<file path="config.mk">
export PLATFORM = sky130hd
export DESIGN_NAME = spc_sqrt_cell
export DESIGN_NICKNAME = d
export VERILOG_FILES = /design/src/hw/rtl/spc_pkg.sv /design/src/hw/rtl/spc_sqrt_cell.sv
export SDC_FILE = /design/constraint.sdc
export NUM_CORES = 1
export LEC_CHECK = 0
export CORE_MARGIN = 3
export CORE_UTILIZATION = 50
export CTS_BUF_LIST = sky130_fd_sc_hd__clkbuf_8
export DETAILED_ROUTE_END_ITERATION = 10
export DONT_BUFFER_PORTS = 1
export PLACE_DENSITY = 0.68
export SYNTH_ARGS = -nofsm -noshare
export SYNTH_HDL_FRONTEND = slang
export SYNTH_SLANG_ARGS = --single-unit
</file>
<file path="constraint.sdc">
create_clock -name clk -period 4.39 [get_ports clk]
set_clock_uncertainty 0.05 [all_clocks]
set_input_delay 0.878 -clock clk [delete_from_list [all_inputs] [get_ports clk]]
set_output_delay 0.878 -clock clk [all_outputs]
set_load 0.1 [all_outputs]
</file>
<file path="src/hw/rtl/spc_pkg.sv">
// shared constants for the sphere pair contact block
// no dependencies
package spc_pkg;
	localparam int COORD_BITS_DEF       = 24;
	localparam int NORMAL_FRAC_BITS_DEF = 14;
	localparam int SQ_BITS    = 64;  // normalised squared length word
	localparam int ROOT_BITS  = 32;  // root of the normalised word
	localparam int H_BITS     = 5;   // normalising shift, in bit pairs
	localparam int NORM_STEPS = 5;   // shift cells: 16, 8, 4, 2, 1 pairs
endpackage

</file>
<file path="src/hw/rtl/spc_sqrt_cell.sv">
// one digit of the integer square root: brings in two bits, settles one root bit
// depends on spc_pkg
module spc_sqrt_cell (
	input  logic                          clk,
	input  logic                          en,
	input  logic [spc_pkg::SQ_BITS-1:0]   word_i,
	input  logic [spc_pkg::ROOT_BITS+1:0] rem_i,
	input  logic [spc_pkg::ROOT_BITS-1:0] root_i,
	output logic [spc_pkg::SQ_BITS-1:0]   word_o,
	output logic [spc_pkg::ROOT_BITS+1:0] rem_o,
	output logic [spc_pkg::ROOT_BITS-1:0] root_o
);
	import spc_pkg::*;

	logic [ROOT_BITS+3:0] part;
	logic [ROOT_BITS+3:0] trial;
	logic                 take;

	always_comb begin
		part  = {rem_i, word_i[SQ_BITS-1 -: 2]};
		trial = {2'b00, root_i, 2'b01};
		take  = (part >= trial);
	end

	always_ff @(posedge clk) begin
		if (en) begin
			word_o <= word_i << 2;
			rem_o  <= take ? (part[ROOT_BITS+1:0] - trial[ROOT_BITS+1:0])
				: part[ROOT_BITS+1:0];
			root_o <= {root_i[ROOT_BITS-2:0], take};
		end
	end
endmodule

</file>
After elaboration in Yosys (flattened, before gate mapping)
Index checks and enable logic that the tools add are counted.
{ "classes": {"add_sub_neg": 1, "multipliers": 0, "n_div": 0, "order_cmp": 1, "eq_ne": 0, "shifts": 0, "n_mux": 1, "bitwise_logic": 0, "reduce_logical": 0} }
{ "ops": {"columns": ["cell", "n"], "rows": [
  [">= comparator 36 x 34 -> 1 bit", 1],
  ["2-to-1 mux 34 bit", 1],
  ["subtractor 34 bit", 1]
]} }
{ "totals": {"regBits": 128, "latchBits": 0, "ramBits": 0, "mem_bits_ro": 0, "out_inout_bits": 130, "elab_cells": 6, "mem_count": 0} }

Logic depth before layout (Yosys ltp)
{ "depth": {"depth_word": 2, "ltp_mapped": 13, "ltp_nobuf": 10} }

Worst setup path after synthesis
No wires, ideal clock.
{ "synth_path": {"kind": "input -> register", "startpoint": "input root_i[9] in the netlist's numbering", "endpoint": "register rem_o[27] in the netlist's numbering (data pin)", "setup_ns": 0.260, "arrival_ns": 2.860, "slack_ns": 1.219, "stages": 10, "path_buffers": 0, "cell_sequence": "inv_1 ha_1 a21o_1 a31o_1 a211oi_4 o211ai_2 a21bo_2 mux2i_1 o221ai_1 mux2_4"} }
{ "synth_via": {"elab_chain_len": 2, "word_cells_on_any_way": 3, "classes_between": "add/sub: 1; order compare: 1; mux: 1"} }
{ "synth_lines": {"columns": ["element", "line_no", "source"], "rows": [
  ["start: declaration", "spc_sqrt_cell.sv:8", "input logic [spc_pkg::ROOT_BITS-1:0] root_i,"],
  ["subtractor 34 bit / >= comparator 36 x 34 -> 1 bit (equally long branches)", "spc_sqrt_cell.sv:28, spc_sqrt_cell.sv:22", null],
  ["2-to-1 mux 34 bit (*)", "spc_sqrt_cell.sv:28", "rem_o <= take ? (part[ROOT_BITS+1:0] - trial[ROOT_BITS+1:0])"],
  ["end signal: assignment", "spc_sqrt_cell.sv:28", null],
  ["end: declaration", "spc_sqrt_cell.sv:10", "output logic [spc_pkg::ROOT_BITS+1:0] rem_o,"]
]} }
Mark *: on every way between the ends. The rest lies on a longest branch, timed or not.
A chain may end at the register's enable or synchronous reset.

Worst setup path in the final report
{ "layout_path": {"startpoint": "input root_i[15] in the netlist's numbering", "endpoint": "register rem_o[6] in the netlist's numbering (data pin)"} }
{ "layout_via": {"elab_chain_len": 2} }
{ "layout_lines": {"columns": ["element", "line_no", "source"], "rows": [
  [">= comparator 36 x 34 -> 1 bit", "spc_sqrt_cell.sv:22", "take = (part >= trial);"],
  ["2-to-1 mux 34 bit", "spc_sqrt_cell.sv:28", null]
]} }
Every way passes these cells.

==> results_dict.tcl <==
set metrics [dict create \
    outcome "completed" \
    final_area_mm2 0.00678 \
    setup.worst_path.start "root_i[15]" \
    max-cap-violations 0 \
    dr.pass1.iters 4 \
    post-cts-setup-buffers 0 \
    ys_async_sr_fraction 0 \
    fill_cells 1009 \
    grt_pass1_wl_mm 22.0 \
    tns_ps 0 \
    period_share 0.714 \
    num_rows 40 \
    viasPerCell 5.64 \
    rsz0062_at_grt "no" \
    cts.htree.levels 4 \
    multi_input_area_mm2 0.00222 \
    final_max_slew_viol_count 0 \
    maxSlewHeadroom 0.354 \
    grt_max_degree 129 \
    cp.arrival_ps 3260 \
    cts_resized 0 \
    synth-compound-area-share 0.148 \
    worst_slew_pin_slew_ps 970 \
    period_needed_ps 3140 \
    drtAntennaViolNets 0 \
    drive_gt1_frac 0.103 \
    num_antenna_cells 0 \
    grtUsageTotal 0.205 \
    synthCells 507 \
    initial_core_util 0.519 \
    numPortBuffers 0 \
    crit_end "rem_o[6]" \
    power.leakage_uw 0.00260 \
    synthMuxAreaShare 0.00872 \
    synth-simple-area-share 0.0888 \
    ctsHoldBuffers 0 \
    syn_area_per_cell_um2 12.5 \
    yosysWarnings 0 \
    netlist-cell-type-count 62 \
    wirelength_mm 14.3 \
    synth_seq_cells 128 \
    wire_per_inst_um 20.6 \
    p_per_area_mw_per_mm2 540 \
    vias 3917 \
    hold_viol 0 \
    fmax_mhz 319 \
    ys.flop_type "edfxtp_1" \
    grt_pass1_vias 3913 \
    nets 679 \
    ff_latch_area_mm2 0.00384 \
    crit_path_end_kind "flip-flop" \
    synthAdderAreaFrac 0.0674 \
    route.detailed.drc 0 \
    dp_hpwl_mm 11.0 \
    finalWeightedCongestion 0.868 \
    cts_buffers 17 \
    synth_xor_area_frac 0.0374 \
    clockBufferDepth 2 \
    crit_path_start_kind "input port" \
    ir_drop_mv 0.232 \
    area_growth_pct 7.37 \
    setup_violations 0 \
    synth_top_family_by_area "compound AO/OA/AOI/OAI gates" \
    ys_seq_area_frac 0.609 \
    synth_edf_count 128 \
    gr-total-overflow 0 \
    dieHeight_um 118 \
    clkTransAtPathRegs_ps 80 \
    grt_antenna_before_repair 0 \
    min_path_type "in2reg" \
    top_level_ports 262 \
    cp_max_fo 28 \
    critical_path_class "in2reg" \
    coreArea_mm2 0.0122 \
    die_x_um 118 \
    syn-cell-area_mm2 0.00631 \
    cts_sinks 128 \
    dieArea_mm2 0.0140 \
    dpl_cell_area_mm2 0.00645 \
    cts_tree "done" \
    drtIter0Drc 203 \
    root_buffer "clkbuf_8" \
    cp.required_ps 4510 \
]
-- worst max-delay path, cell delays in order --
cell      delay [ps]
inv_1             30
ha_1             360
a21o_1           250
a221oi_1         320
o31a_1           210
o221ai_1         150
a211oi_1         210
o21a_2           340
buf_4            350
o21ai_0          150
-- Yosys cell counts (all sizes together), types with 2 or more instances --
| cell type | count | area [um^2] |
|---|---|---|
| xor2 | 13 | 114 |
| a31oi | 5 | 46.3 |
| inv | 42 | 158 |
| nand2b | 5 | 31.3 |
| o21a | 3 | 22.5 |
| a31o | 2 | 17.5 |
| buf | 9 | 56.3 |
| and3 | 5 | 35.0 |
| clkbuf | 7 | 38.8 |
| a211oi | 2 | 27.5 |
| nor3 | 10 | 50.1 |
| o41ai | 3 | 48.8 |
| mux2i | 4 | 40.0 |
| edfxtp | 128 | 3840 |
| nand4 | 7 | 50.1 |
| a21oi | 28 | 140 |
| and2 | 5 | 33.8 |
| nor2 | 18 | 67.6 |
| ha | 34 | 425 |
| xnor2 | 14 | 123 |
| nand3 | 6 | 30.0 |
| nand2 | 58 | 218 |
| o21ai | 46 | 234 |
| a21o | 20 | 151 |
| o211ai | 3 | 27.5 |
| o31ai | 5 | 42.5 |
| o31a | 2 | 17.5 |
| a21boi | 2 | 15.0 |
| o221ai | 2 | 17.5 |
-- metrics by stage --
step | hold slack [ps] | worst slack (ps) | power [uW] | instances | util
5_1_grt | 434 | 964 | 3810 | 694 | 0.558
6_report | 482 | 1250 | 3660 | 694 | 0.558
2_1_floorplan | 927 | 1220 | 2750 | 508 | -
4_1_cts | 443 | 1270 | 3700 | 694 | 0.558
3_5_place_dp | 927 | 792 | 2840 | 662 | 0.530
3_3_place_gp | 927 | 881 | 2830 | 662 | 0.530
-- power breakdown --
part | internal, uW | leakage, uW | total (uW) | switching, uW
Sequential | 1510 | 0.00125 | 2450 | 938
Clock | 384 | 0.000166 | 840 | 457
Combinational | 151 | 0.00118 | 372 | 220
Total | 2040 | 0.00260 | 3660 | 1620
-- cells by family (layout without fill, tap and decap cells) --
group,Yosys count,in the layout
AOI/OAI and AO/OA,133,133
DFF,128,128
and+or+nand+nor,120,120
buffers and inverters,59,77
adders and majority gates,34,34
xor gates and xnor gates,27,27
muxes,5,5
other,1,2
-- layer usage --
layer	wire length (um)	track usage	vias to the layer above
met1	5380	0.232	1843
met5	0	0	-
met4	226	0.0681	0
li1	-	-	1876
met2	7120	0.339	184
met3	1600	0.103	14
-- registers in the layout, summed over array words and instances (netlist names) --
| name | cells |
|---|---|
| rem_o | 34 |
| root_o | 32 |
| word_o | 62 |
-- cell usage in the layout, fill, tap and decap left out, drive strengths merged, types with 3 or more instances in the layout --
cell      Yosys  layout
a21o         20      20
nor2         18      18
xnor2        14      14
nand4         7       7
clkinvlp      0       3
edfxtp      128     128
clkbuf        7      17
inv          42      44
and3          5       5
o31ai         5       5
nand3         6       6
clkinv        1      11
nand2b        5       5
mux2i         4       4
o211ai        3       3
a31oi         5       5
o21ai        46      46
nor3         10      10
nand2        58      58
o21a          3       3
a21oi        28      28
o41ai         3       3
ha           34      34
xor2         13      13
and2          5       5
-- final cells by class --
type | instances | area share
sequential | 128 | 0.567
multi-input combinational | 321 | 0.327
clock buffer | 17 | 0.0345
tap | 168 | 0.0310
inverter | 43 | 0.0240
clock inverter | 15 | 0.0142
timing repair buffer | 2 | 0.00221
-- worst min-delay path by stage --
stage / start / endpoint / cells past startpoint
floorplan: root_i[9] / root_o[10] / 0
global placement: word_i[4] / word_o[6] / 0
detailed placement: word_i[41] / word_o[43] / 0
CTS: root_i[7] / root_o[8] / 0
global route: word_i[7] / word_o[9] / 0
finish: root_i[7] / root_o[8] / 0
(Power assumes the default switching activity.)
