[config.mk]
export PLATFORM = sky130hd
export DESIGN_NAME = spc_div_cell
export DESIGN_NICKNAME = d
export VERILOG_FILES = /design/src/hw/rtl/spc_pkg.sv /design/src/hw/rtl/spc_div_cell.sv
export SDC_FILE = /design/constraint.sdc
export NUM_CORES = 1
export LEC_CHECK = 0
export BUFFER_PORTS_ARGS = -buffer_cell sky130_fd_sc_hd__buf_4
export CORE_MARGIN = 8
export CORE_UTILIZATION = 45
export DETAILED_ROUTE_END_ITERATION = 7
export PLACE_DENSITY = 0.78
export SLEW_MARGIN = 10
export SYNTH_ARGS = -nofsm -noshare
export SYNTH_HDL_FRONTEND = slang
export SYNTH_SLANG_ARGS = --single-unit
[constraint.sdc]
create_clock -name clk -period 3.1 [get_ports clk]
set_input_delay 0.93 -clock clk [delete_from_list [all_inputs] [get_ports clk]]
set_output_delay 0.93 -clock clk [all_outputs]
set_load 0.01 [all_outputs]
[src/hw/rtl/spc_pkg.sv]
// shared constants for the sphere pair contact block
// no dependencies
package spc_pkg;
	localparam int COORD_BITS_DEF       = 24;
	localparam int NORMAL_FRAC_BITS_DEF = 14;
	localparam int SQ_BITS    = 64;  // normalised squared length word
	localparam int ROOT_BITS  = 32;  // root of the normalised word
	localparam int H_BITS     = 5;   // normalising shift, in bit pairs
	localparam int NORM_STEPS = 5;   // shift cells: 16, 8, 4, 2, 1 pairs
endpackage

[src/hw/rtl/spc_div_cell.sv]
// one bit of restoring division for a normal component
// depends on spc_pkg
module spc_div_cell #(parameter int QW = 15) (
	input  logic                          clk,
	input  logic                          en,
	input  logic [spc_pkg::ROOT_BITS-1:0] den_i,
	input  logic [spc_pkg::ROOT_BITS-1:0] rem_i,
	input  logic [QW-1:0]                 low_i,
	input  logic [QW-1:0]                 quo_i,
	output logic [spc_pkg::ROOT_BITS-1:0] den_o,
	output logic [spc_pkg::ROOT_BITS-1:0] rem_o,
	output logic [QW-1:0]                 low_o,
	output logic [QW-1:0]                 quo_o
);
	import spc_pkg::*;

	logic [ROOT_BITS:0] part;
	logic               take;

	always_comb begin
		part = {rem_i, low_i[QW-1]};
		take = (part >= {1'b0, den_i});
	end

	always_ff @(posedge clk) begin
		if (en) begin
			den_o <= den_i;
			rem_o <= take ? ROOT_BITS'(part - {1'b0, den_i}) : part[ROOT_BITS-1:0];
			low_o <= low_i << 1;
			quo_o <= {quo_i[QW-2:0], take};
		end
	end
endmodule

Word level (Yosys, flattened, before mapping)

Index checks and enable logic that the tools add are counted.

Bits in registers: 93
Bits in latches: 0
RAM bits: 0
Bits in read-only memories: 0
Input bits: 96
Output and inout bits: 94
Word-level logic and storage cells: 7
Memories kept: 0

Add/subtract/negate cells: 1
Multipliers: 0
Div/mod/pow operators: 0
Magnitude comparators: 1
Eq/ne operators: 0
Shift operators: 0
Multiplexer cells: 1
Bitwise logic cells: 0
Reduce and logical (&&, ||, !) cells: 0

Operators by type and width:

| operator                                                       | count |
|---|---|
| 33-bit by 32-bit greater-or-equal comparator with 1-bit output | 1 |
| 32-bit two-way mux                                             | 1 |
| 32-bit subtractor                                              | 1 |

Longest topological paths before layout

Depth in word-level cells: 2
Mapped depth: 13
Gate-level depth less buffers: 11

Least setup slack after synthesis

OpenSTA, ideal clock, no wires.

Path type: input -> register
Start point: input den_i[23] in the netlist's numbering
End point: register rem_o[14] in the netlist's numbering (data pin)
Library setup time: 260 ps
Data arrival time: 3038 ps
Data required time: 2840 ps
Setup slack: -198 ps
Stages on the path: 11
Path buffers: 2
Cells stage by stage: inv_1 -> ha_1 -> buf_6 -> and3_1 -> o21a_1 -> a311oi_2 -> o21ai_1 -> or3b_1 -> o21a_1 -> buf_6 -> mux2_4

Cells in the longest elaborated chain, start to end: 2

RTL lines:

| item                                                           | RTL line           | RTL |
|---|---|---|
| from (decl)                                                    | spc_div_cell.sv:6  | `input logic [spc_pkg::ROOT_BITS-1:0] den_i,` |
| 33-bit by 32-bit greater-or-equal comparator with 1-bit output | spc_div_cell.sv:22 | `take = (part >= {1'b0, den_i});` |
| 32-bit two-way mux                                             | spc_div_cell.sv:28 | `rem_o <= take ? ROOT_BITS'(part - {1'b0, den_i}) : part[ROOT_BITS-1:0];` |
| to (signal assigned)                                           | spc_div_cell.sv:28 |  |
| to (decl)                                                      | spc_div_cell.sv:11 | `output logic [spc_pkg::ROOT_BITS-1:0] rem_o,` |

No other way between the ends.
A chain may end at the register's enable or synchronous reset.

Worst setup path after layout

Start point: input den_i[23] in the netlist's numbering
End point: register rem_o[24] in the netlist's numbering (data pin)

Cells in the longest elaborated chain, start to end: 2
Elaborated cells on any way between the ends: 3

RTL lines:

| item                                                                                                | RTL line |
|---|---|
| 32-bit subtractor or 33-bit by 32-bit greater-or-equal comparator with 1-bit output (tied branches) | spc_div_cell.sv:28, spc_div_cell.sv:22 |
| 32-bit two-way mux *                                                                                | spc_div_cell.sv:28 |

Mark *: on every way between the ends. The rest lies on a longest branch, timed or not.

==> out/qor.csv <==
stage,metric,value,unit
logic_synthesis,synth_top_family_by_area,compound AO/OA/AOI/OAI gates,
timing,timing.final.crit_share,99.3,%
run,drv_cap,0,
clocking,path_clk_slew,0.07,ns
routing,drc,0,
pwr,pwr-share-seq,40.3,%
grt,antenna_found_initial,0,
place,dp.cells,867,
grt,grt_pass1_vias,4758,
die,die_area,15100,µm²
logic_synthesis,syn_area_per_cell,11.3,µm²
logic_synthesis,synthFlopType,edfxtp_1,
clocking,cts_num_sinks,93,
routing,detail_route.vias_per_cell,5.08,
setup_path,worstPathArrival,3.18,ns
logic_synthesis,synth-compound-area-share,14.3,%
grt,grt_max_degree,50,
clocking,cts_tree,built,
place,dp_hpwl,12000,µm
pwr,power_frac_clock,28.4,%
logic_synthesis,synth_xor_area_share,4.44,%
setup_path,required,3.20,ns
die,die_h,123,µm
logic_synthesis,syn_inst,454,
clocking,htree_levels,3,
grt,grt_pass1_wl,23100,µm
logic_synthesis,synth.distinct_cells,50,
die,core_area,11300,µm²
setup_path,start_kind,input pin,
routing,firstDrtPassIters,4,
final_layout,antennaDiodeCount,0,
timing,maxSlewViolCount,0,
pwr,p_sw,1.10,mW
setup_path,cpPeakStageDelay,0.38,ns
clocking,clk_path_buf_depth,2,
clocking,cts_root_buffer,clkbuf_16,
final_layout,area_growth_syn_to_layout,57.3,%
pwr,pwr-share-comb,31.3,%
die,start_util,45.5,%
place,gp_congestion,0.873,
routing,route.vias.total,4528,
routing,ant_nets,0,
clocking,postCtsHoldBufs,0,
logic_synthesis,synth.net_count,583,
outcome,outcome,completed,
timing,finalSetupViolations,0,
pwr,ir_drop,0.406,mV
logic_synthesis,ys_ff_latch,93,
grt,grt_overflow,0,
setup_path,crit_chain,buf_8 > inv_6 > ha_4 > a21o_1 > o21a_1 > a311oi_2 > o21ai_2 > or3b_4 > o21a_4 > clkbuf_16 > mux2_4,
setup_path,worstPathMaxFanout,6,
setup_path,cp_slowest_cell,or3b_4,
pwr,power.internal,2.86,mW
clocking,cts_buffers,9,
logic_synthesis,synth_fa_ha_area_share,8.19,%
worst_hold_path,hold_path.class,in2reg,
timing,hold_viol_final,0,
pwr,leakage,3.65,nW
setup_path,path_class,in2reg,
logic_synthesis,netlist_area,5130,µm²
timing,period_minus_slack,3.08,ns
pwr,p_per_area,490,nW/µm²
logic_synthesis,yosysSeqAreaShare,54.4,%
place,placed_cell_area,7480,µm²
die,pin_count,190,
die,die_w,123,µm
logic_synthesis,synth_edf_count,93,
routing,wl_per_cell,17.3,µm
routing,drtIter0Drc,294,
logic_synthesis,yosys_warnings,0,
pwr,netSwitchingFraction,27.9,%
final_layout,final_nets,873,
timing,rsz0062_at_grt,true,
logic_synthesis,synth-simple-area-share,10.2,%
logic_synthesis,async_flop_share,0,%
die,rows,39,
timing,holdWs,0.756,ns
place,io_buffers,187,
setup_path,cp-end-kind,register,
final_layout,fin_area,8070,µm²
routing,finalWirelength,15400,µm
logic_synthesis,muxShareOfSynthArea,2.73,%
final_layout,drive_above_1_share,48.9,%
final_layout,stdcell_count,892,
timing,clock.fmax,325,MHz
grt,track_usage,19.5,%
-- state kept, by name (all words and copies together) (netlist names) --
| signal | count |
|---|---|
| den_o | 32 |
| rem_o | 32 |
| quo_o | 15 |
| low_o | 14 |
-- per-layer routing --
layer  routed length, µm  track usage [%]
met4                 182             5.48
met3                1220             5.84
met2                7850             34.4
met1                6180             22.4
met5                   0                0
-- what timing repair did --
item                                    CTS  global route
gates resized for setup                  11            34
endpoints found under the setup margin   14            28
setup buffers                             3             4
endpoints found under the hold margin     0             0
pin swaps                                 7            10
gates cloned                              0             2
-- critical path, delay by kind of cell --
family	cells	cell delay, ns
AOI/OAI and AO/OA	5	1.03
and+or+nand+nor	1	0.38
adders and majority gates	1	0.25
buffers and inverters	3	0.28
muxes	1	0.29
-- logic make-up (layout without fill, tap and decap cells) --
logic type / Yosys count / after routing
compound gates: 120 / 120
buf+inv: 64 / 359
mux: 10 / 10
other cells: 1 / 1
xor+xnor: 26 / 26
flops: 93 / 93
simple gates: 107 / 107
fa+ha+maj: 33 / 33
-- stage by stage --
stage	setup WS (ns)	power (mW)	TNS (ns)	utilization, %
after floorplan	-0.0961	2.16	-2.15	-
after global placement	-0.491	2.74	-9.78	66.3
after detailed placement	-0.585	2.78	-11.19	66.3
after CTS	0.00181	3.91	0	69.5
after global routing	-0.0426	4.13	-0.375	71.6
final	0.0222	3.96	0	71.6
-- power by group through the flow --
stage	logic (mW)	clock network (mW)	registers, mW
after CTS	1.18	1.14	1.60
final	1.24	1.13	1.59
after detailed placement	1.15	0	1.62
after global placement	1.13	0	1.61
after global routing	1.34	1.19	1.61
after floorplan	0.470	0	1.69
-- cell usage after synthesis (2+ instances only) --
cell	number	share of area, %
o21ai_0	17	1.7
nor2_1	37	2.7
nor3_1	3	0.29
nand2_1	24	1.8
a211oi_1	3	0.44
buf_6	5	1.1
a21oi_1	54	5.3
buf_4	2	0.29
a2111oi_0	3	0.51
nand2b_1	7	0.85
mux2i_1	2	0.39
xor2_1	10	1.7
nand4b_1	2	0.34
o21bai_1	5	0.73
and2_1	3	0.37
o211ai_1	2	0.29
o21a_1	6	0.88
or2_2	2	0.24
o31ai_1	7	1.0
a31o_2	2	0.34
nor2b_1	2	0.24
inv_1	46	3.4
clkbuf_1	6	0.44
ha_1	32	7.8
mux2_4	8	2.3
xnor2_1	16	2.7
o21ai_1	4	0.39
and3_1	2	0.24
a21o_1	8	1.2
nand3_1	8	0.78
nand4_1	8	0.98
or3_1	2	0.24
buf_2	5	0.49
nor4b_1	2	0.34
edfxtp_1	93	54
a31oi_1	2	0.24
-- cell usage in the layout, fill, tap and decap left out, types with 5 or more instances in the layout --
cell / instances
clkbuf_16: 11
mux2_4: 8
xnor2_1: 16
o21ai_0: 16
edfxtp_1: 93
o21a_1: 5
a21oi_2: 6
o31ai_1: 6
nand2b_1: 7
inv_1: 42
a21oi_1: 48
buf_4: 288
nand2_1: 23
ha_1: 27
nor2_1: 28
nor2_2: 7
nand4_1: 8
xor2_1: 10
nand3_1: 8
o21bai_1: 5
a21o_1: 8
-- layout make-up --
class / count / area (µm²)
Clock buffer: 10 / 229
Sequential cell: 93 / 2790
Clock inverter: 6 / 71.3
Tap cell: 143 / 179
Fill cell: 793 / 3200
Inverter: 46 / 180
Timing Repair Buffer: 297 / 2330
Multi-Input combinational cell: 297 / 2290
-- worst paths after layout --
path  startpoint   endpoint  slack (ns)  cells after the start
min     quo_i[7]   quo_o[8]        0.76                      1
max    den_i[23]  rem_o[24]        0.02                     11
Note: power is estimated with default switching activity, not from simulation.
