`config.mk`:
```
export PLATFORM = sky130hd
export DESIGN_NAME = spc_norm_cell
export DESIGN_NICKNAME = d
export VERILOG_FILES = /design/src/hw/rtl/spc_pkg.sv /design/src/hw/rtl/spc_norm_cell.sv
export SDC_FILE = /design/constraint.sdc
export NUM_CORES = 1
export LEC_CHECK = 0
export ABC_AREA = 1
export BUFFER_PORTS_ARGS = -buffer_cell sky130_fd_sc_hd__buf_4
export CORE_MARGIN = 4
export CORE_UTILIZATION = 45
export CTS_CLUSTER_DIAMETER = 120
export DETAILED_ROUTE_END_ITERATION = 7
export HOLD_SLACK_MARGIN = 0.03
export PLACE_DENSITY = 0.78
export SLEW_MARGIN = 20
export SYNTH_ARGS = -nofsm -noshare
export SYNTH_HDL_FRONTEND = slang
export SYNTH_SLANG_ARGS = --single-unit
```
`constraint.sdc`:
```
create_clock -name clk -period 2.1 [get_ports clk]
set_input_delay 0.21 -clock clk [delete_from_list [all_inputs] [get_ports clk]]
set_output_delay 0.21 -clock clk [all_outputs]
set_load 0.02 [all_outputs]
```
`src/hw/rtl/spc_pkg.sv`:
```
// shared constants for the sphere pair contact block
// no dependencies
package spc_pkg;
	localparam int COORD_BITS_DEF       = 24;
	localparam int NORMAL_FRAC_BITS_DEF = 14;
	localparam int SQ_BITS    = 64;  // normalised squared length word
	localparam int ROOT_BITS  = 32;  // root of the normalised word
	localparam int H_BITS     = 5;   // normalising shift, in bit pairs
	localparam int NORM_STEPS = 5;   // shift cells: 16, 8, 4, 2, 1 pairs
endpackage

```
`src/hw/rtl/spc_norm_cell.sv`:
```
// one step of the normalising shift: shifts by a fixed number of bit pairs
// when the top bits are clear; depends on spc_pkg
module spc_norm_cell #(parameter int PAIRS = 1) (
	input  logic                          clk,
	input  logic                          en,
	input  logic [spc_pkg::SQ_BITS-1:0]   word_i,
	input  logic [spc_pkg::H_BITS-1:0]    h_i,
	output logic [spc_pkg::SQ_BITS-1:0]   word_o,
	output logic [spc_pkg::H_BITS-1:0]    h_o
);
	import spc_pkg::*;

	logic clear;
	assign clear = (word_i[SQ_BITS-1 -: 2*PAIRS] == '0);

	always_ff @(posedge clk) begin
		if (en) begin
			word_o <= clear ? (word_i << (2*PAIRS)) : word_i;
			h_o    <= clear ? h_i + H_BITS'(PAIRS) : h_i;
		end
	end
endmodule

```
Yosys cells after proc, flatten, opt, wreduce, memory -nomap -nowiden. Index checks and enable logic that the tools add are counted.

Add/sub/neg operators: 1. Muxes and demuxes: 2. Reductions and logical operators: 1.

Operators with widths (count): two-way mux 64 bit (1); adder 5 x 1 -> 5 bit (second input constant) (1); two-way mux 5 bit (1); zero test 2 bit (1).

Register bits after elaboration: 69. Input port bits: 71. Output and inout port bits: 69. Logic and storage cells: 7.

Depth between registers and ports, before layout. Gate-level depths: netlist of run 1.

Depth in word-level cells: 2. Depth in mapped cells: 6. Mapped depth without buffers: 6.

Least setup slack after synthesis of run 1. Ideal clock, no wire load.

Kind: input to register. From: in word_i[63] (netlist name). To: reg word_o[43] (netlist name), data pin. Setup time: 0.256 ns. Data arrival time: 0.686 ns. Required time: 1.844 ns. Slack: 1.158 ns. Stages on the path: 5. Buffers on the path: 1. Cells stage by stage: nor2_4 inv_2 buf_2 nand2_1 o21ai_1.

Cells in the longest elaborated chain, start to end: 2.

Ends and longest elaborated chain: start: declaration (RTL line spc_norm_cell.sv:6) `input logic [spc_pkg::SQ_BITS-1:0] word_i,`; zero test 2 bit (RTL line spc_norm_cell.sv:14) `assign clear = (word_i[SQ_BITS-1 -: 2*PAIRS] == '0);`; two-way mux 64 bit (RTL line spc_norm_cell.sv:18) `word_o <= clear ? (word_i << (2*PAIRS)) : word_i;`; end signal: assignment (RTL line spc_norm_cell.sv:18); end: declaration (RTL line spc_norm_cell.sv:8) `output logic [spc_pkg::SQ_BITS-1:0] word_o,`.

Every way passes these cells. A chain may end at the register's enable or synchronous reset.

Worst setup path in the final report of run 1.
From: reg word_o[34] (netlist name). To: out word_o[34] (netlist name).

No word-level cell between the ends.

==> flow_metrics.py, run 1 <==
metrics = {
    "setup_path": {
        "slowest_delay_ns": 0.41,
        "worstSetupStartpointType": "flop",
        "crit_type": "reg -> out",
        "crit_buf_inv": 1,
        "critPathMaxFanout": 1,
        "endpoint": "word_o[34]",
        "cp_cell_sequence": "buf_4",
        "cp.depth": 1,
        "cp_data_required_time_ns": 1.89,
        "end_kind": "output pin",
        "path_delay_family": "flip-flops",
        "cp.arrival_ns": 0.91,
        "critical_path.startpoint": "word_o[34]",
        "cpMaxStageDelayCell": "edfxtp_1",
    },
    "final_layout": {
        "fin_nets": 475,
        "post-route-cell-area_sq_um": 4230,
        "area_delta_synth_final_pct": 44.1,
        "final_common_cell": "buf_4",
        "drive_gt1_share_pct": 39.2,
        "multi_input_area_sq_um": 658,
        "n_fill_cell": 514,
        "mostFrequentLayoutCells": "143 x buf_4, 71 x nand2_1, 69 x edfxtp_1",
        "final_cells": 485,
        "seqCellArea_sq_um": 2070,
        "antenna_cells": 0,
    },
    "route": {
        "detail-route-antenna-nets": 0,
        "remaining_drc_errors": 0,
        "viasPerCell": 4.73,
        "wl_per_cell_microns": 14.0,
        "wl_microns": 6800,
        "vias": 2295,
        "drt_pass1_iterations": 4,
        "drtIter0Drc": 80,
    },
    "outcome": {
        "status": "finished clean",
    },
    "logic_synthesis": {
        "syn_area_sq_um": 2940,
        "post_synth_main_area_contributors": "edfxtp_1 71%, nand2_1 9.1%, o21ai_0 5.3%",
        "ys_warn_count": 0,
        "syn-num-nets": 333,
        "ys_seq_elements": 69,
        "ys_types": 18,
        "synth_top_area_share_pct": 70.6,
        "avgSynthCellArea_sq_um": 11.3,
        "synth_top_area_cell": "edfxtp_1",
        "yosysSeqAreaShare_pct": 70.6,
        "synthCells": 261,
    },
    "power_and_ir_drop": {
        "leakage_nw": 1.92,
        "p_per_area_nw_per_um2": 791,
        "vdd.ir_drop.worst_v": 0.000425,
    },
    "cts": {
        "cts_hold_buf": 0,
        "cts_buffers": 9,
        "post_cts_buffers": 0,
        "path_clk_slew_ns": 0.07,
        "cts_tree": "yes",
        "clock_path_buffers": 2,
        "cts_sinks": 69,
        "htreeDepth": 3,
        "cts_root_buf": "clkbuf_8",
        "postCtsResizedCells": 0,
    },
    "timing": {
        "fin_setup_tns_ns": 0,
        "finalCritPeriodShare_pct": 53.3,
        "setup_viol": 0,
        "hold_violations": 0,
        "setup_slack_ns": 0.980,
        "worstMarginPinSlew_ns": 0.492,
        "rsz0062_at_grt": "no",
        "slew_viol_final": 0,
        "slew_headroom_pct": 67.2,
        "fin_crit_ns": 1.12,
        "max_freq_mhz": 893,
    },
    "hold_path": {
        "hold_path.class": "in -> reg",
    },
    "global_route": {
        "grt.total_usage_pct": 17.2,
        "grt_pass1_vias": 2206,
        "grt_max_degree": 39,
        "antenna_found_initial": 0,
        "grt_pass1_wl_microns": 10100,
        "gr-total-overflow": 0,
    },
    "place": {
        "hpwl_microns": 5120,
        "routabilityCongestion": 0.744,
        "dpl_worst_slack_ns": 0.817,
        "dp.cells": 469,
        "io_buffer_count": 139,
        "dpl_cell_area_sq_um": 4050,
    },
    "die": {
        "die_w_microns": 88.8,
        "die_h_microns": 88.8,
        "rows": 29,
        "start_util_pct": 46.2,
        "pin_count": 140,
        "core-area_sq_um": 6350,
        "die_area_sq_um": 7880,
    },
    "run": {
        "drv_cap": 0,
    },
}
-- power breakdown --
part | total (W) | switching (W) | internal (W)
Clock | 0.000998 | 0.000461 | 0.000537
Combinational | 0.000642 | 0.000357 | 0.000286
Sequential | 0.00171 | 0.0000384 | 0.00167
-- synth_stat cells --
cell type and n:
buf_2 9, buf_6 2, clkbuf_1 2, edfxtp_1 69, ha_1 1, inv_1 34, inv_2 1, nand2_1 71
nand3_1 1, nand3b_1 1, nand4_1 1, nor2_1 3, nor2_4 1, o21ai_0 31, o21ai_1 30, o21bai_1 2
xnor2_1 1, xor2_1 1
-- state kept, by name, summed over array words and instances, names as in the netlist --
signal  cells
h_o         5
word_o     64
-- cells by family after synthesis --
group	after synthesis	share of synthesized area, %
xor+xnor	2	0.597
compound gates	63	10.9
buf+inv	48	7.03
simple gates	78	10.5
flops	69	70.6
fa+ha+maj	1	0.426
-- through the flow --
| stage | hold slack (ns) | util [%] | total power [W] |
|---|---|---|---|
| floorplan | 0.322 | - | 0.00202 |
| global placement | 0.499 | 63.8 | 0.00237 |
| detailed placement | 0.503 | 63.8 | 0.00239 |
| CTS | 0.147 | 66.7 | 0.00339 |
| global route | 0.166 | 66.7 | 0.00350 |
| finish | 0.170 | 66.7 | 0.00335 |
-- final cells by class --
cell class,count,area share [%]
inverter,35,3.10
clock buffer,10,3.02
tap,77,2.28
multi-input combinational,144,15.5
sequential,69,49.0
clock inverter,6,1.27
timing repair buffer,144,25.8
-- worst min-delay path by stage --
stage                     from         end  cells after the start
detailed placement  word_i[11]  word_o[13]                      3
global placement        h_i[3]      h_o[3]                      3
global route        word_i[58]  word_o[58]                      3
finish              word_i[38]  word_o[40]                      3
floorplan                   en      h_o[0]                      0
CTS                 word_i[58]  word_o[60]                      3
-- metal layers --
| metal | GRT usage [%] | vias to the layer above | wire [microns] |
|---|---|---|---|
| li1 | - | 1163 | - |
| met1 | 19.6 | 1032 | 2520 |
| met2 | 29.5 | 92 | 3490 |
| met3 | 5.59 | 8 | 720 |
| met4 | 7.42 | 0 | 74 |
| met5 | 0 | - | 0 |
-- worst min-delay path, stage by stage --
cell and delay, ns:
buf_4 0.08, nand2_1 0.04, o21ai_0 0.06
Note: power is estimated with default switching activity, not from simulation.
==> run 2, diff against run 1 <==
==> constraint.sdc (replaced) <==
create_clock -name clk -period 1.1 [get_ports clk]
set_input_delay 0.11 -clock clk [delete_from_list [all_inputs] [get_ports clk]]
set_output_delay 0.11 -clock clk [all_outputs]
set_load 0.02 [all_outputs]
==> flow_metrics.py, run 2 (synthesis results as in run 1) <==
metrics = {
    "outcome": {
        "status": "finished clean",
    },
    "power_and_ir_drop": {
        "p_per_area_nw_per_um2": 1440,
        "leakage_nw": 1.94,
        "vdd.ir_drop.worst_v": 0.000925,
    },
    "timing": {
        "slew_headroom_pct": 85.3,
        "max_freq_mhz": 995,
        "finalCritPeriodShare_pct": 91.4,
        "fin_setup_tns_ns": 0,
        "hold_violations": 0,
        "rsz0062_at_grt": "no",
        "slew_viol_final": 0,
        "fin_crit_ns": 1.01,
        "worstMarginPinSlew_ns": 0.221,
        "setup_viol": 0,
    },
    "route": {
        "vias": 2321,
        "drt_pass1_iterations": 6,
        "wl_microns": 6930,
        "remaining_drc_errors": 0,
        "wl_per_cell_microns": 14.3,
        "drtIter0Drc": 103,
        "viasPerCell": 4.78,
        "detail-route-antenna-nets": 0,
    },
    "global_route": {
        "grt_pass1_wl_microns": 10500,
        "grt_pass1_vias": 2282,
        "gr-total-overflow": 0,
        "antenna_found_initial": 0,
        "grt.total_usage_pct": 17.8,
        "grt_max_degree": 41,
    },
    "final_layout": {
        "antenna_cells": 0,
        "final_cells": 486,
        "area_delta_synth_final_pct": 45.4,
        "final_common_cell": "buf_4",
        "mostFrequentLayoutCells": "142 x buf_4, 71 x nand2_1, 69 x edfxtp_1",
        "reg_top3": "word_o x64, h_o x5",
        "fin_nets": 478,
        "largest-register": "word_o",
        "drive_gt1_share_pct": 39.1,
        "largest_reg_flops": 64,
    },
    "hold_path": {
        "hold_depth": 3,
        "min_from": "word_i[2]",
        "hold_end": "word_o[4]",
        "hold_path.class": "in -> reg",
    },
    "cts": {
        "postCtsResizedCells": 0,
        "cts_buffers": 9,
        "path_clk_slew_ns": 0.07,
        "cts_hold_buf": 0,
        "cts_sinks": 69,
        "post_cts_buffers": 0,
        "clock_path_buffers": 2,
        "cts_tree": "yes",
        "cts_root_buf": "clkbuf_8",
        "htreeDepth": 3,
    },
    "setup_path": {
        "slowest_delay_ns": 0.39,
        "cp.arrival_ns": 0.90,
        "cp_data_required_time_ns": 0.99,
        "critPathMaxFanout": 1,
        "cp_cell_sequence": "buf_4",
        "crit_buf_inv": 1,
        "worstSetupStartpointType": "flop",
        "cpMaxStageDelayCell": "edfxtp_1",
        "end_kind": "output pin",
        "path_delay_family": "flip-flops",
        "crit_type": "reg -> out",
    },
    "place": {
        "routabilityCongestion": 0.748,
        "dp.cells": 472,
        "io_buffer_count": 139,
        "hpwl_microns": 5240,
    },
    "die": {
        "die_w_microns": 88.8,
        "start_util_pct": 46.2,
        "pin_count": 140,
        "die_h_microns": 88.8,
        "core-area_sq_um": 6350,
        "die_area_sq_um": 7880,
        "rows": 29,
    },
    "run": {
        "drv_cap": 0,
    },
}
-- run 2: routing by layer --
| layer | part of all wire, % | routed length [microns] | vias to the layer above | GRT usage, % |
|---|---|---|---|---|
| li1 | - | - | 1175 | - |
| met1 | 36 | 2510 | 1033 | 19.9 |
| met2 | 51 | 3530 | 103 | 30.2 |
| met3 | 11 | 793 | 10 | 7.45 |
| met4 | 1.4 | 98 | 0 | 7.01 |
| met5 | 0 | 0 | - | 0 |
-- run 2: per-stage QoR --
step / hold slack (ns) / utilization (%) / worst slack [ns] / total power, W / instance area, sq um
after detailed placement: 0.404 / 64.9 / 0.00367 / 0.00459 / 4120
final: 0.0626 / 67.2 / 0.0948 / 0.00615 / 4270
after CTS: 0.0489 / 67.2 / 0.0760 / 0.00622 / 4270
after floorplan: 0.222 / - / 0.258 / 0.00386 / 2940
after global routing: 0.0502 / 67.2 / 0.0581 / 0.00647 / 4270
after global placement: 0.399 / 64.9 / 0.0520 / 0.00455 / 4120
-- run 2: cell type report --
class / instances / area [sq um]
well taps: 77 / 96.3
flip-flops and latches: 69 / 2070
repair buffers: 147 / 1170
fillers: 505 / 2080
multi-input cells: 144 / 658
clock inverters: 4 / 17.5
clock buffers: 10 / 128
inverters: 35 / 131
-- run 2: power breakdown --
group / leakage, nW / switching (W) / total (W) / internal (W)
registers: 0.674 / 0.0000704 / 0.00325 / 0.00318
clock network: 0.0768 / 0.000871 / 0.00164 / 0.000770
logic: 1.19 / 0.000686 / 0.00126 / 0.000573
total: 1.94 / 0.00163 / 0.00615 / 0.00453
-- run 2: how the worst max path moves through the flow --
stage	startpoint	end	cells after the start	slack, ns
after floorplan	word_i[63]	word_o[43]	5	0.26
after global placement	word_i[63]	word_o[5]	4	0.05
after detailed placement	word_i[63]	word_o[13]	4	0.004
after CTS	word_o[43]	word_o[43]	1	0.08
after global routing	word_o[62]	word_o[62]	1	0.06
final	word_o[13]	word_o[13]	1	0.09
-- run 2: worst min-delay path: stages --
cell and delay [ns]:
buf_4 0.08, nand2_1 0.04, o21ai_0 0.05
